**config.mk**
```make
export PLATFORM = sky130hd
export DESIGN_NAME = morse_key_timing_classifier
export DESIGN_NICKNAME = d
export VERILOG_FILES = /design/src/rtl/mktc_pkg.sv /design/src/rtl/morse_key_timing_classifier.sv /design/src/rtl/mktc_thresholds.sv /design/src/rtl/mktc_core.sv /design/src/rtl/mktc_fifo.sv
export SDC_FILE = /design/constraint.sdc
export NUM_CORES = 1
export LEC_CHECK = 0
export CAP_MARGIN = 20
export CORE_MARGIN = 4
export CORE_UTILIZATION = 40
export CTS_CLUSTER_SIZE = 10
export DETAILED_ROUTE_END_ITERATION = 10
export DONT_BUFFER_PORTS = 1
export GPL_TIMING_DRIVEN = 0
export HOLD_SLACK_MARGIN = 0.05
export MAX_ROUTING_LAYER = met4
export PLACE_DENSITY = 0.61
export SYNTH_ARGS = -nofsm -noshare
export SYNTH_HDL_FRONTEND = slang
export SYNTH_SLANG_ARGS = --single-unit
```
**constraint.sdc**
```tcl
create_clock -name clk -period 17.6 [get_ports clk]
set_clock_uncertainty 0.2 [all_clocks]
set_input_delay 1.76 -clock clk [delete_from_list [all_inputs] [get_ports clk]]
set_output_delay 1.76 -clock clk [all_outputs]
set_load 0.02 [all_outputs]
```
**src/rtl/mktc_pkg.sv**
```systemverilog
// Shared types, constants and helper functions for the Morse key timing classifier.
// No dependencies; every other file in rtl/ refers to this package by scoped names.
package mktc_pkg;

    localparam int UNIT_W        = 14;
    localparam int TIME_W        = 32;
    localparam int LEN_W         = 4;
    localparam int PAT_W         = 8;
    localparam int THR_W         = 27;
    localparam int MAX_ELEM_DEF  = 8;
    localparam logic [UNIT_W-1:0] UNIT_RESET = 14'd100;

    localparam logic [31:0] US_PER_MS = 32'd1000;

    localparam logic KIND_SYMBOL = 1'b0;
    localparam logic KIND_SPACE  = 1'b1;

    // Time thresholds in microseconds. Comparing the raw microsecond difference
    // against 1000 * k is the same as comparing its millisecond quotient with k.
    typedef struct packed {
        logic [THR_W-1:0] dot_min;    // 1000 * ceil(unit / 2)
        logic [THR_W-1:0] dash_min;   // 1000 * ceil(5 * unit / 2)
        logic [THR_W-1:0] dash_lim;   // 6000 * unit
        logic [THR_W-1:0] letter_gap; // 3000 * unit
        logic [THR_W-1:0] word_gap;   // 7000 * unit
    } thr_t;

    typedef struct packed {
        logic             kind;
        logic [LEN_W-1:0] len;
        logic [PAT_W-1:0] pat;
        logic             last;
    } res_t;

    typedef struct packed {
        logic [1:0] num;
        res_t       r0;
        res_t       r1;
    } push_t;

    function automatic thr_t thresholds_of(input logic [UNIT_W-1:0] unit);
        logic [31:0] u32;
        logic [31:0] half;
        logic [31:0] five_half;
        logic [31:0] v_dot;
        logic [31:0] v_dash;
        logic [31:0] v_lim;
        logic [31:0] v_letter;
        logic [31:0] v_word;
        thr_t        t;
        u32       = {{(32-UNIT_W){1'b0}}, unit};
        half      = (u32 + 32'd1) >> 1;
        five_half = (u32 * 32'd5 + 32'd1) >> 1;
        v_dot     = half * US_PER_MS;
        v_dash    = five_half * US_PER_MS;
        v_lim     = u32 * 32'd6000;
        v_letter  = u32 * 32'd3000;
        v_word    = u32 * 32'd7000;
        t.dot_min    = v_dot[THR_W-1:0];
        t.dash_min   = v_dash[THR_W-1:0];
        t.dash_lim   = v_lim[THR_W-1:0];
        t.letter_gap = v_letter[THR_W-1:0];
        t.word_gap   = v_word[THR_W-1:0];
        return t;
    endfunction

endpackage

```
**src/rtl/morse_key_timing_classifier.sv**
```systemverilog
// Morse key timing classifier: one key poll per input beat, symbols and word spaces out.
// An input beat is registered, classified once the result queue has room, and its
// results are written into the queue, whose head is offered on the output.
// Throughput: one input beat per cycle while the queue has room; the output port drains
// one result per cycle, while out_stall is low, through a four-entry queue.
// Reset (rst_n, asynchronous): key state and symbol cleared, unit back to 100 ms.
module morse_key_timing_classifier
#(
    parameter int MAX_ELEMENTS = mktc_pkg::MAX_ELEM_DEF
)
(
    input  logic                           clk,
    input  logic                           rst_n,
    input  logic                           in_valid,
    output logic                           in_stall,
    input  logic                           key_down,
    input  logic [mktc_pkg::TIME_W-1:0]    time_us,
    output logic                           out_valid,
    input  logic                           out_stall,
    output logic                           kind,
    output logic [mktc_pkg::LEN_W-1:0]     symbol_length,
    output logic [mktc_pkg::PAT_W-1:0]     symbol_pattern,
    output logic                           last_of_run,
    input  logic                           cfg_valid,
    output logic                           cfg_ready,
    input  logic [mktc_pkg::UNIT_W-1:0]    unit_ms
);

    mktc_pkg::thr_t  thr;
    mktc_pkg::push_t push;
    mktc_pkg::res_t  head;
    logic            room;

    assign cfg_ready = 1'b1;

    mktc_thresholds u_thresholds
    (
        .clk       (clk),
        .rst_n     (rst_n),
        .cfg_valid (cfg_valid),
        .unit_ms   (unit_ms),
        .thr       (thr)
    );

    mktc_core #(.MAX_ELEMENTS(MAX_ELEMENTS)) u_core
    (
        .clk      (clk),
        .rst_n    (rst_n),
        .in_valid (in_valid),
        .in_stall (in_stall),
        .key_down (key_down),
        .time_us  (time_us),
        .thr      (thr),
        .room     (room),
        .push     (push)
    );

    mktc_fifo u_fifo
    (
        .clk       (clk),
        .rst_n     (rst_n),
        .push      (push),
        .room      (room),
        .out_valid (out_valid),
        .out_stall (out_stall),
        .head      (head)
    );

    assign kind           = head.kind;
    assign symbol_length  = head.len;
    assign symbol_pattern = head.pat;
    assign last_of_run    = head.last;

endmodule

```
**src/rtl/mktc_thresholds.sv**
```systemverilog
// Configuration register: turns the time unit into registered microsecond thresholds.
// Depends on mktc_pkg.
module mktc_thresholds
(
    input  logic                           clk,
    input  logic                           rst_n,
    input  logic                           cfg_valid,
    input  logic [mktc_pkg::UNIT_W-1:0]    unit_ms,
    output mktc_pkg::thr_t                 thr
);

    mktc_pkg::thr_t thr_reg;
    mktc_pkg::thr_t thr_next;

    always_comb
    begin
        thr_next = thr_reg;
        if (cfg_valid)
        begin
            thr_next = mktc_pkg::thresholds_of(unit_ms);
        end
    end

    always_ff @(posedge clk or negedge rst_n)
    begin
        if (!rst_n)
        begin
            thr_reg <= mktc_pkg::thresholds_of(mktc_pkg::UNIT_RESET);
        end
        else
        begin
            thr_reg <= thr_next;
        end
    end

    assign thr = thr_reg;

endmodule

```
**src/rtl/mktc_core.sv**
```systemverilog
// Input register, key timing classification and symbol state; emits up to two results.
// Depends on mktc_pkg.
module mktc_core
#(
    parameter int MAX_ELEMENTS = mktc_pkg::MAX_ELEM_DEF
)
(
    input  logic                           clk,
    input  logic                           rst_n,
    input  logic                           in_valid,
    output logic                           in_stall,
    input  logic                           key_down,
    input  logic [mktc_pkg::TIME_W-1:0]    time_us,
    input  mktc_pkg::thr_t                 thr,
    input  logic                           room,
    output mktc_pkg::push_t                push
);

    localparam int CNT_W = $clog2(MAX_ELEMENTS + 1);
    localparam logic [CNT_W-1:0] CNT_MAX = CNT_W'(MAX_ELEMENTS);

    logic                          in_vld_reg;
    logic                          in_vld_next;
    logic                          key_reg;
    logic [mktc_pkg::TIME_W-1:0]   time_reg;

    logic                          press_active_reg, press_active_next;
    logic [mktc_pkg::TIME_W-1:0]   press_start_reg,  press_start_next;
    logic [mktc_pkg::TIME_W-1:0]   release_time_reg, release_time_next;
    logic                          gap_watch_reg,    gap_watch_next;
    logic [CNT_W-1:0]              cnt_reg,          cnt_next;
    logic [MAX_ELEMENTS-1:0]       bits_reg,         bits_next;

    logic                          accept;
    logic                          process;
    logic [mktc_pkg::TIME_W-1:0]   elapsed;
    logic                          is_dot;
    logic                          is_dash;
    logic                          word_gap;
    logic                          letter_gap;
    logic [CNT_W+mktc_pkg::LEN_W-1:0]        len_ext;
    logic [MAX_ELEMENTS+mktc_pkg::PAT_W-1:0] pat_ext;
    mktc_pkg::res_t                sym_res;
    mktc_pkg::res_t                space_res;

    assign process  = in_vld_reg && room;
    assign in_stall = in_vld_reg && !room;
    assign accept   = in_valid && !in_stall;

    always_comb
    begin
        in_vld_next = in_vld_reg;
        if (accept)
        begin
            in_vld_next = 1'b1;
        end
        else if (process)
        begin
            in_vld_next = 1'b0;
        end
    end

    // One subtractor serves both the press duration and the idle gap.
    assign elapsed = time_reg - (press_active_reg ? press_start_reg : release_time_reg);

    assign is_dot     = (elapsed >= 32'(thr.dot_min)) && (elapsed < 32'(thr.dash_min));
    assign is_dash    = (elapsed >= 32'(thr.dash_min)) && (elapsed < 32'(thr.dash_lim));
    assign word_gap   = elapsed >= 32'(thr.word_gap);
    assign letter_gap = elapsed >= 32'(thr.letter_gap);

    assign len_ext = {{mktc_pkg::LEN_W{1'b0}}, cnt_reg};
    assign pat_ext = {{mktc_pkg::PAT_W{1'b0}}, bits_reg};

    always_comb
    begin
        sym_res.kind   = mktc_pkg::KIND_SYMBOL;
        sym_res.len    = len_ext[mktc_pkg::LEN_W-1:0];
        sym_res.pat    = pat_ext[mktc_pkg::PAT_W-1:0];
        sym_res.last   = 1'b0;
        space_res.kind = mktc_pkg::KIND_SPACE;
        space_res.len  = '0;
        space_res.pat  = '0;
        space_res.last = 1'b1;
    end

    always_comb
    begin
        press_active_next = press_active_reg;
        press_start_next  = press_start_reg;
        release_time_next = release_time_reg;
        gap_watch_next    = gap_watch_reg;
        cnt_next          = cnt_reg;
        bits_next         = bits_reg;
        push.num          = 2'd0;
        push.r0           = sym_res;
        push.r1           = space_res;
        if (process)
        begin
            if (key_reg && !press_active_reg)
            begin
                press_active_next = 1'b1;
                press_start_next  = time_reg;
                gap_watch_next    = 1'b0;
            end
            else if (!key_reg && press_active_reg)
            begin
                press_active_next = 1'b0;
                release_time_next = time_reg;
                gap_watch_next    = 1'b1;
                if ((is_dot || is_dash) && (cnt_reg < CNT_MAX))
                begin
                    cnt_next = cnt_reg + CNT_W'(1);
                    if (is_dash)
                    begin
                        bits_next = bits_reg | (MAX_ELEMENTS'(1) << cnt_reg);
                    end
                end
            end
            else if (!key_reg && !press_active_reg && gap_watch_reg)
            begin
                if (word_gap || letter_gap)
                begin
                    release_time_next = time_reg;
                    cnt_next          = '0;
                    bits_next         = '0;
                end
                if (word_gap)
                begin
                    if (cnt_reg != '0)
                    begin
                        push.num = 2'd2;
                    end
                    else
                    begin
                        push.num = 2'd1;
                        push.r0  = space_res;
                    end
                end
                else if (letter_gap && (cnt_reg != '0))
                begin
                    push.num     = 2'd1;
                    push.r0.last = 1'b1;
                end
            end
        end
    end

    always_ff @(posedge clk or negedge rst_n)
    begin
        if (!rst_n)
        begin
            in_vld_reg       <= 1'b0;
            press_active_reg <= 1'b0;
            press_start_reg  <= '0;
            release_time_reg <= '0;
            gap_watch_reg    <= 1'b0;
            cnt_reg          <= '0;
            bits_reg         <= '0;
        end
        else
        begin
            in_vld_reg       <= in_vld_next;
            press_active_reg <= press_active_next;
            press_start_reg  <= press_start_next;
            release_time_reg <= release_time_next;
            gap_watch_reg    <= gap_watch_next;
            cnt_reg          <= cnt_next;
            bits_reg         <= bits_next;
        end
    end

    always_ff @(posedge clk)
    begin
        if (accept)
        begin
            key_reg  <= key_down;
            time_reg <= time_us;
        end
    end

endmodule

```
**src/rtl/mktc_fifo.sv**
```systemverilog
// Four-entry result queue that takes up to two results per cycle and gives one unless out_stall is high.
// Depends on mktc_pkg.
module mktc_fifo
(
    input  logic            clk,
    input  logic            rst_n,
    input  mktc_pkg::push_t push,
    output logic            room,
    output logic            out_valid,
    input  logic            out_stall,
    output mktc_pkg::res_t  head
);

    mktc_pkg::res_t mem_reg [4];
    logic [1:0]     wr_ptr_reg, wr_ptr_next;
    logic [1:0]     rd_ptr_reg, rd_ptr_next;
    logic [2:0]     count_reg,  count_next;
    logic           pop;

    // Room for a full pair of results, judged before this cycle's pop.
    assign room      = count_reg <= 3'd2;
    assign out_valid = count_reg != 3'd0;
    assign pop       = out_valid && !out_stall;
    assign head      = mem_reg[rd_ptr_reg];

    always_comb
    begin
        wr_ptr_next = wr_ptr_reg + push.num;
        rd_ptr_next = rd_ptr_reg + {1'b0, pop};
        count_next  = count_reg + {1'b0, push.num} - {2'b00, pop};
    end

    always_ff @(posedge clk or negedge rst_n)
    begin
        if (!rst_n)
        begin
            wr_ptr_reg <= '0;
            rd_ptr_reg <= '0;
            count_reg  <= '0;
        end
        else
        begin
            wr_ptr_reg <= wr_ptr_next;
            rd_ptr_reg <= rd_ptr_next;
            count_reg  <= count_next;
        end
    end

    always_ff @(posedge clk)
    begin
        if (push.num != 2'd0)
        begin
            mem_reg[wr_ptr_reg] <= push.r0;
        end
        if (push.num == 2'd2)
        begin
            mem_reg[wr_ptr_reg + 2'd1] <= push.r1;
        end
    end

endmodule
```
==> results of run 1 <==
## Yosys cell counts (all sizes together), types with 33 or more instances
cell      n
fa      212
inv     413
mux2i    98
nand2   116
ha      390
mux2     66
a21oi   113
dfxtp    56
o21ai   128
a21o     55
nor2    129
clkbuf   35
xnor2    92
dfrtp   146
nand3    45
edfxtp   33
## cell type report
cell class | instances | area [sq um]
multi-input combinational | 1821 | 17500
clock inverter | 3 | 21.3
clock buffer | 53 | 878
fill | 6077 | 35700
tap | 846 | 1060
sequential | 265 | 6550
inverter | 413 | 1550
buffer | 55 | 259
timing repair buffer | 1 | 27.5
## worst max-delay path: cells and delay by family
family,cells,cell delay (ns)
compound gates,15,2.40
xor+xnor,2,1.06
fa+ha+maj,7,3.31
buf+inv,2,0.31
simple gates,2,0.60
## worst paths after layout
check,cells after the start,slack [ns],from,to
worst max-delay path,28,8.36,unit_ms[0],u_thresholds.thr[107]
worst max register to register,29,9.25,u_core.press_active_reg,u_fifo.count_reg[2]
worst min register to register,2,0.27,u_core.bits_reg[0],u_core.bits_reg[0]
worst min-delay path,2,0.27,u_core.bits_reg[0],u_core.bits_reg[0]
min in group asynchronous,0,0.70,rst_n,u_fifo.rd_ptr_reg[1]
max in group asynchronous,0,16.18,rst_n,u_thresholds.thr[73]
## routing by layer
layer / GRT usage (%) / routed length, um / vias to the layer above
met5: - / 0 / -
met4: 5.04 / 1840 / 0
met3: 1.82 / 2120 / 99
met2: 33.4 / 32700 / 353
met1: 25.2 / 29400 / 9365
li1: - / - / 8760
## per-stage QoR
stage	cells	util [%]	setup slack, ns	area (sq um)	hold slack (ns)
finish	3457	43.8	8.36	27900	0.275
global route	3457	43.8	7.94	27900	0.287
CTS	3457	43.8	8.45	27900	0.277
detailed placement	3401	42.4	7.88	27000	0.264
global placement	3400	42.4	7.95	26900	0.234
floorplan	2554	-	9.15	25900	0.220
## cell families after synthesis
kind of cell / after synthesis / synth area share, %
XOR/XNOR: 124 / 4.23
buffers and inverters: 468 / 6.99
flip-flops: 265 / 25.3
AO/OA/AOI/OAI: 446 / 11.0
AND/OR/NAND/NOR: 470 / 8.85
other: 1 / 0.0145
multiplexers: 178 / 8.31
adder cells (fa/ha/maj): 602 / 35.3
## cell usage in the layout, fill, tap and decap left out, types with 7 or more instances in the layout
cell,n
inv_1,413
ha_1,390
fa_1,212
dfrtp_1,146
nor2_1,129
o21ai_0,124
nand2_1,116
a21oi_1,113
mux2i_1,98
xnor2_1,91
dfxtp_1,56
clkbuf_1,55
a21o_1,55
nand3_1,44
mux2_2,34
edfxtp_1,33
xor2_1,32
nor3_1,31
clkbuf_16,31
nand4_1,30
dfstp_2,30
mux2_4,29
nor2b_1,26
and3_1,23
o21a_1,20
o21bai_1,19
a31oi_1,15
mux4_2,14
nand2b_1,12
a211oi_1,12
and2_1,11
or2_2,11
buf_2,9
or3_1,8
o31ai_1,7
a22o_1,7
==> impl_results.md, run 1 <==
- Worst Path Required: ~18 ns
- Core Region: 63500 sq um
- Syn Std Cell Area: about 26000 sq um
- Largest area contributor in the netlist: ha_1
- Share of cells above drive strength 1: under 10%
- Fin. Hold Viols: 0
- Total gr overflow: 0
- WL/cell: between 15 and 20 um
- Max FFs per register: 90
- Final Wtd Congestion: 0.908
- Initial antenna violation count: 0
- Bufs on Longest Clock Path: 3
- Post-synth top flop: dfrtp_1
- FF+latch count, synth: 265
- H-tree depth: 1
- EDFF count, synth: 33
- Slew @ Worst Pin: around 1.2 ns
- Row count: just over 90
- Synthesized Nets: 3208
- Die height: 262 um
- RSZ-0062 raised after global routing: no
- Post-synthesis sequential area ratio: 25.3%
- Setup TNS: 0 ns
- Vias in the first global route: about 20k
- Hold Path Class: register to register
- CP peak stage delay: roughly 0.80 ns
- Synth top area share: between 10% and 20%
- Crit share post-route: roughly 53%
- Nets@finish: about 3.2k
- Synth top area cells: ha_1 19%, fa_1 16%, dfrtp_1 14%
- Critical-path maximum fanout: 11
- # clock sinks: 265
- DIE AREA: just under 70000 sq um
- Max-slew headroom: between 10% and 20%
- Die X: about 260 um
- Residual DRC count: 0
- CTS tree: done
- Vias per cell: ~5.4
- Routed vias: ~19k
- Initial DRT Pass Iterations: 5
- Starting Density: 40.7%
- Yosys cell types: 92
- DRT Wirelength: around 66000 um
- All-Layer GR Usage: 19.6%
- Cts hold-fix bufs: 0
- Final Max Tran Viols: 0
- Clk root buf: clkbuf_16
- HPWL after detailed placement: about 53000 um
- Warnings from Yosys: 0
- Setup CP Type: primary input to register
- Critical Path Most Common Cell: a21oi_1
- Syn_area_per_cell: roughly 10 sq um
- Data arrival time of the critical path: 9.45 ns
- Fmax achieved: between 0.1 and 0.15 GHz
- CP max stage cell: xnor2_1
- First-pass GRT wire length: 106000 um
- I/O pin count: slightly below 70
- Clk slew on worst S/H paths: about 0.06 ns
- Async set-reset flop share out of synthesis: approximately 66%
- Setup violations, final: 0
- Post-CTS setup buffer count: 0
- Post-CTS Resized: 0
- Outcome: complete, no violations
- Largest net degree at the start of global routing: between 150 and 200
- Min Tclk post-route: 9.24 ns
- Port bufs: 0
- Initial drt markers: 1095
- ANT nets after route: 0
- Synth Instances: 2554
- Inserted Clock Buffers: 31
- Number of diodes: 0
- Setup crit end kind: register
- MaxCap Viol Count: 0
- CP Launch Type: primary input
- Clock Latency Late Sink: just under 0.6 ns
- Area Growth Syn to Fin: 7.68%
Power of run 1 is not shown: default switching activity piles up to over one toggle a cycle in this logic, so the estimate is an artifact.
==> run 2: changes to the inputs <==
- PLACE_DENSITY: 0.61 -> 0.63
- clock period: 17.6 -> 8.3 ns (I/O delays scaled with it)
==> run 2 against run 1 <==
Against the previous run: cell count is essentially flat; global-route usage is essentially flat; wire length is 0.26% lower; clock-buffer cell count unchanged; setup slack lost 7.9 ns; die area stayed put; via count increased by 0.17%; sequential cell count unchanged; largest cell class unchanged; highest routed layer unchanged.
==> impl_results.md, run 2 (synthesized netlist as in run 1, its figures left out) <==
- Outcome: complete, no violations (unchanged)
- First-pass GRT wire length: 107000 um (was 106000 um)
- Setup violations, final: 0 (unchanged)
- Clock Latency Late Sink: 0.56 ns (was 0.58 ns)
- Min Tclk post-route: about 8 ns
- Clk slew on worst S/H paths: 0.06 ns (about the same)
- Hold Path Class: primary input to asynchronous set/reset pin (was register to register)
- Commonest non-fill, non-tap cells in the layout: 413 x inv_1, 389 x ha_1, 212 x fa_1 (was 413 x inv_1, 390 x ha_1, 212 x fa_1)
- I/O pin count: 69 (unchanged)
- DIE AREA: 68800 sq um (unchanged)
- Setup crit end kind: register (unchanged)
- Final Max Tran Viols: 0 (unchanged)
- Critical-path maximum fanout: 6 (was 11)
- Die height: 262 um (unchanged)
- HPWL after detailed placement: 52900 um (was 53200 um)
- Fin. Hold Viols: 0 (unchanged)
- RR Endpoint: u_fifo.count_reg[2] (unchanged)
- RSZ-0062 raised after global routing: no (unchanged)
- DRT Wirelength: 65800 um (was 66000 um)
- Area Growth Syn to Fin: 8.18% (was 7.68%)
- Worst Path Required: 8.50 ns (was 17.81 ns)
- Most common cell after layout, fill and taps aside: inv_1 (unchanged)
- Share of cells above drive strength 1: 7.84% (was 7.24%)
- Dpl cell area: 27000 sq um (about the same)
- Clk root buf: clkbuf_16 (unchanged)
- Bufs on Longest Clock Path: 3 (unchanged)
- MaxCap Viol Count: 0 (unchanged)
- Routed vias: 18.6k (about the same)
- Total gr overflow: 0 (unchanged)
- Post-CTS setup buffer count: 0 (unchanged)
- Core Region: 63500 sq um (unchanged)
- CTS tree: done (unchanged)
- H-tree depth: 1 (unchanged)
- Design area: 28000 sq um (was 27900 sq um)
- Number of diodes: 0 (unchanged)
- Vias per cell: 5.38 (was 5.37)
- Max FFs per register: 90 (unchanged)
- Vias in the first global route: 19.7k (was 19.8k)
- # clock sinks: 265 (unchanged)
- Nets@finish: 3245 (was 3242)
- Row count: 92 (unchanged)
- R2r startpoint: u_core.press_active_reg (unchanged)
- Critical path endpoint: u_thresholds.thr[107] (unchanged)
- Worst R2R Setup Slack: 0.47 ns (was 9.25 ns)
- Starting Density: 40.7% (unchanged)
- Initial antenna violation count: 0 (unchanged)
- Initial drt markers: 1033 (was 1095)
- Inserted Clock Buffers: 31 (unchanged)
- Setup CP Type: primary input to register (unchanged)
- Final Wtd Congestion: 0.925 (was 0.908)
- Slew @ Worst Pin: 1.22 ns (was 1.23 ns)
- Port bufs: 0 (unchanged)
- # fillers: 5984 (was 6077)
- ANT nets after route: 0 (unchanged)
- Fmax achieved: roughly 0.13 GHz
- Reg2reg path depth: 29 (unchanged)
- Largest net degree at the start of global routing: 177 (unchanged)
- CP startpoint: unit_ms[1] (was unit_ms[0])
- Die X: 262 um (unchanged)
- Data arrival time of the critical path: 8.08 ns (was 9.45 ns)
- Initial DRT Pass Iterations: 7 (was 5)
- WL/cell: 19.0 um (was 19.1 um)
- CP Launch Type: primary input (unchanged)
- Residual DRC count: 0 (unchanged)
- Crit share post-route: a little over nine tenths
- Max-slew headroom: 17.9% (was 17.1%)
- All-Layer GR Usage: 19.6% (about the same)
==> run 2: changes by cell type in the layout (fill, tap and decap cells not counted), moves of 2 or more <==
cell / previous run / this run
clkbuf_1: 55 / 53
xnor2_1: 91 / 85
a21oi_1: 113 / 110
a21oi_2: 0 / 3
xnor2_2: 1 / 7
==> run 2: metal layers <==
metal	track usage, %	wire, um	vias up
met3	2.11	2790	92
met2	33.6	32800	424
met5	-	0	-
met4	4.66	1730	0
li1	-	-	8770
met1	25.0	28500	9322
==> run 2: stage by stage <==
| step | util [%] | hold WS, ns | setup slack (ns) | instances | TNS, ns |
|---|---|---|---|---|---|
| after detailed placement | 42.4 | 0.266 | -0.490 | 3402 | -1.35 |
| after global routing | 44.0 | 0.129 | 0.0525 | 3460 | 0 |
| after floorplan | - | 0.220 | 0.776 | 2554 | 0 |
| final | 44.0 | 0.0824 | 0.418 | 3460 | 0 |
| after global placement | 42.4 | 0.237 | -0.328 | 3400 | -0.581 |
| after CTS | 43.9 | 0.132 | 0.101 | 3459 | 0 |
==> run 2: timing repair <==
action                                  in CTS  in global routing
resized for setup                            3                 15
endpoints found under the hold margin      176                  0
hold buffers                                 1                  0
endpoints found under the setup margin       2                  8
==> run 2: layout make-up <==
| class | instances | area (sq um) | area share, % |
|---|---|---|---|
| plain buffers | 55 | 264 | 0.944 |
| clock buffers | 53 | 878 | 3.14 |
| clock inverters | 3 | 40.0 | 0.143 |
| inverters | 413 | 1550 | 5.54 |
| multi-input cells | 1821 | 17600 | 62.8 |
| flip-flops and latches | 265 | 6550 | 23.4 |
| well taps | 846 | 1060 | 3.78 |
| repair buffers | 4 | 67.6 | 0.241 |
==> run 2: worst min-delay path by stage <==
| stage | from | to |
|---|---|---|
| 2_1_floorplan | u_fifo.mem_reg[1][13] | u_fifo.mem_reg[1][13] |
| 3_3_place_gp | u_fifo.mem_reg[1][13] | u_fifo.mem_reg[1][13] |
| 3_5_place_dp | u_fifo.mem_reg[0][13] | u_fifo.mem_reg[0][13] |
| 4_1_cts | time_us[10] | u_core.time_reg[10] |
| 5_1_grt | time_us[13] | u_core.time_reg[13] |
| 6_report | rst_n | u_core.press_start_reg[10] |
==> run 2: worst max-delay path, stage by stage <==
cell and delay (ns):
ha_1 0.33, ha_1 0.40, a21o_1 0.19, a21oi_1 0.23, o21ai_0 0.12, a21oi_1 0.29
o21bai_1 0.13, a21oi_2 0.22, o21bai_1 0.14, a21oi_2 0.23, xnor2_2 0.28, inv_1 0.20
fa_1 0.52, fa_1 0.54, inv_1 0.06, fa_1 0.50, fa_1 0.49, ha_1 0.36
and2_1 0.18, o21ai_0 0.14, o31ai_1 0.14, or4_1 0.44, a41o_1 0.25, a21o_1 0.18
a21oi_1 0.23, a21oi_1 0.12, xnor2_1 0.22, a21oi_1 0.10
Power of run 2 is left out for the same reason.
==> run 3: changes to the inputs <==
- CTS_BUF_LIST: unset -> sky130_fd_sc_hd__clkbuf_8
==> run 3 against run 2 <==
Against the previous run: via count increased by 0.48%; first-iteration DRC count increased by 5.6%; die area unchanged.
==> impl_results.md, run 3 (synthesized netlist as in run 1, its figures left out) <==
- First-pass GRT wire length: 106000 um (was 107000 um)
- Placed instance count: 3402 (unchanged)
- Area Growth Syn to Fin: 8.02% (was 8.18%)
- H-tree depth: 2 (was 1)
- Max-slew headroom: 19.1% (was 17.9%)
- CP startpoint: unit_ms[1] (unchanged)
- Vias in the first global route: 19.8k (was 19.7k)
- Data arrival time of the critical path: 8.09 ns (was 8.08 ns)
- Die X: 262 um (unchanged)
- # clock sinks: 265 (unchanged)
- Clk slew on worst S/H paths: 0.07 ns (was 0.06 ns)
- Worst Path Required: 8.52 ns (was 8.50 ns)
- Inserted Clock Buffers: 44 (was 31)
- Setup crit end kind: register (unchanged)
- CTS tree: done (unchanged)
- Total gr overflow: 0 (unchanged)
- Bufs on Longest Clock Path: 3 (unchanged)
- Finished Layout Cells: 3484 (was 3460)
- All-Layer GR Usage: 19.6% (about the same)
- WL/cell: 18.9 um (was 19.0 um)
- MaxCap Viol Count: 0 (unchanged)
- Setup CP Type: primary input to register (unchanged)
- Final Max Tran Viols: 0 (unchanged)
- Crit share post-route: 94.8% (was 95.0%)
- Worst R2R Setup Slack: 0.69 ns (was 0.47 ns)
- Port bufs: 0 (unchanged)
- Min Tclk post-route: 7.86 ns (was 7.88 ns)
- Share of cells above drive strength 1: 8.61% (was 7.84%)
- Critical path depth: 28 (unchanged)
- Largest net degree at the start of global routing: 177 (unchanged)
- Fmax achieved: 0.127 GHz (about the same)
- Dpl cell area: 27000 sq um (unchanged)
- Clk root buf: clkbuf_8 (was clkbuf_16)
- Row count: 92 (unchanged)
- WP buf/inv: 2 (unchanged)
- Setup violations, final: 0 (unchanged)
- HPWL after detailed placement: 52900 um (unchanged)
- Worst Hold Margin: 0.0986 ns (was 0.0824 ns)
- RSZ-0062 raised after global routing: no (unchanged)
- Initial antenna violation count: 0 (unchanged)
- ANT nets after route: 0 (unchanged)
- CP peak stage delay: 0.54 ns (about the same)
- Initial drt markers: 1091 (was 1033)
- Residual DRC count: 0 (unchanged)
- Fin. Hold Viols: 0 (unchanged)
- Starting Density: 40.7% (unchanged)
- CP Launch Type: primary input (unchanged)
- Most common cell after layout, fill and taps aside: inv_1 (unchanged)
- Routed vias: 18.7k (was 18.6k)
- DIE AREA: 68800 sq um (unchanged)
- Final Wtd Congestion: 0.925 (unchanged)
- Critical-path maximum fanout: 6 (unchanged)
- Delay-heaviest family, CP: adder cells (unchanged)
- R2r startpoint: u_core.press_active_reg (unchanged)
- Slew @ Worst Pin: 1.20 ns (was 1.22 ns)
- Outcome: complete, no violations (unchanged)
- RR Endpoint: u_fifo.count_reg[2] (unchanged)
- Hold Path Class: primary input to asynchronous set/reset pin (unchanged)
- Reg2reg path depth: 28 (was 29)
- Max FFs per register: 90 (unchanged)
- Nets@finish: 3258 (was 3245)
- Clock Latency Late Sink: 0.58 ns (was 0.56 ns)
- I/O pin count: 69 (unchanged)
- Critical path endpoint: u_thresholds.thr[107] (unchanged)
- Initial DRT Pass Iterations: 7 (unchanged)
- Critical Path Most Common Cell: a21oi_1 (unchanged)
- Vias per cell: 5.37 (was 5.38)
- DRT Wirelength: 65900 um (was 65800 um)
- Commonest non-fill, non-tap cells in the layout: 434 x inv_1, 389 x ha_1, 212 x fa_1 (was 413 x inv_1, 389 x ha_1, 212 x fa_1)
- Number of diodes: 0 (unchanged)
- Die height: 262 um (unchanged)
- Design area: 27900 sq um (was 28000 sq um)
- CP max stage cell: fa_1 (unchanged)
- Core Region: 63500 sq um (unchanged)
## run 3: changes by cell type in the layout (fill, tap and decap cells not counted), sizes merged
cell / change
buf: +1
bufinv: +2
clkbuf: -6
clkinv: +4
clkinvlp: +2
inv: +21
## run 3: worst min-delay path by stage
stage | startpoint | endpoint | slack [ns]
finish | rst_n | u_thresholds.thr[130] | 0.1
global route | time_us[8] | u_core.time_reg[8] | 0.10
CTS | time_us[14] | u_core.time_reg[14] | 0.11
detailed placement | u_fifo.mem_reg[0][13] | u_fifo.mem_reg[0][13] | 0.27
global placement | u_fifo.mem_reg[1][13] | u_fifo.mem_reg[1][13] | 0.24
floorplan | u_fifo.mem_reg[1][13] | u_fifo.mem_reg[1][13] | 0.22
## run 3: area by class of cell
| type | count | area (sq um) |
|---|---|---|
| Buffer | 54 | 260 |
| Fill cell | 6000 | 35600 |
| Clock buffer | 48 | 661 |
| Timing Repair Buffer | 5 | 75.1 |
| Multi-Input combinational cell | 1821 | 17600 |
| Clock inverter | 32 | 211 |
| Inverter | 413 | 1550 |
| Tap cell | 846 | 1060 |
| Sequential cell | 265 | 6550 |
## run 3: repair_timing
item / CTS / global route
hold endpoints to repair: 176 / 0
setup endpoints to repair: 2 / 15
resized for setup: 3 / 15
hold buffers: 1 / 0
buffers inserted: 0 / 0
## run 3: per-layer routing
metal / share of wire [%] / wire [um] / vias up / global-route usage [%]
met5: 0 / 0 / - / -
met4: 3.6 / 2350 / 0 / 6.58
met3: 4.2 / 2790 / 117 / 2.85
met2: 49 / 32100 / 402 / 32.8
met1: 43 / 28600 / 9379 / 24.6
li1: - / - / 8800 / -
## run 3: metrics by stage
| step | setup slack [ns] | setup TNS [ns] | util [%] |
|---|---|---|---|
| 3_3_place_gp | -0.328 | -0.581 | 42.4 |
| 3_5_place_dp | -0.490 | -1.35 | 42.4 |
| 4_1_cts | 0.131 | 0 | 43.9 |
| 5_1_grt | 0.104 | 0 | 44.0 |
| 2_1_floorplan | 0.776 | 0 | - |
| 6_report | 0.436 | 0 | 44.0 |
Power of run 3 is left out for the same reason.
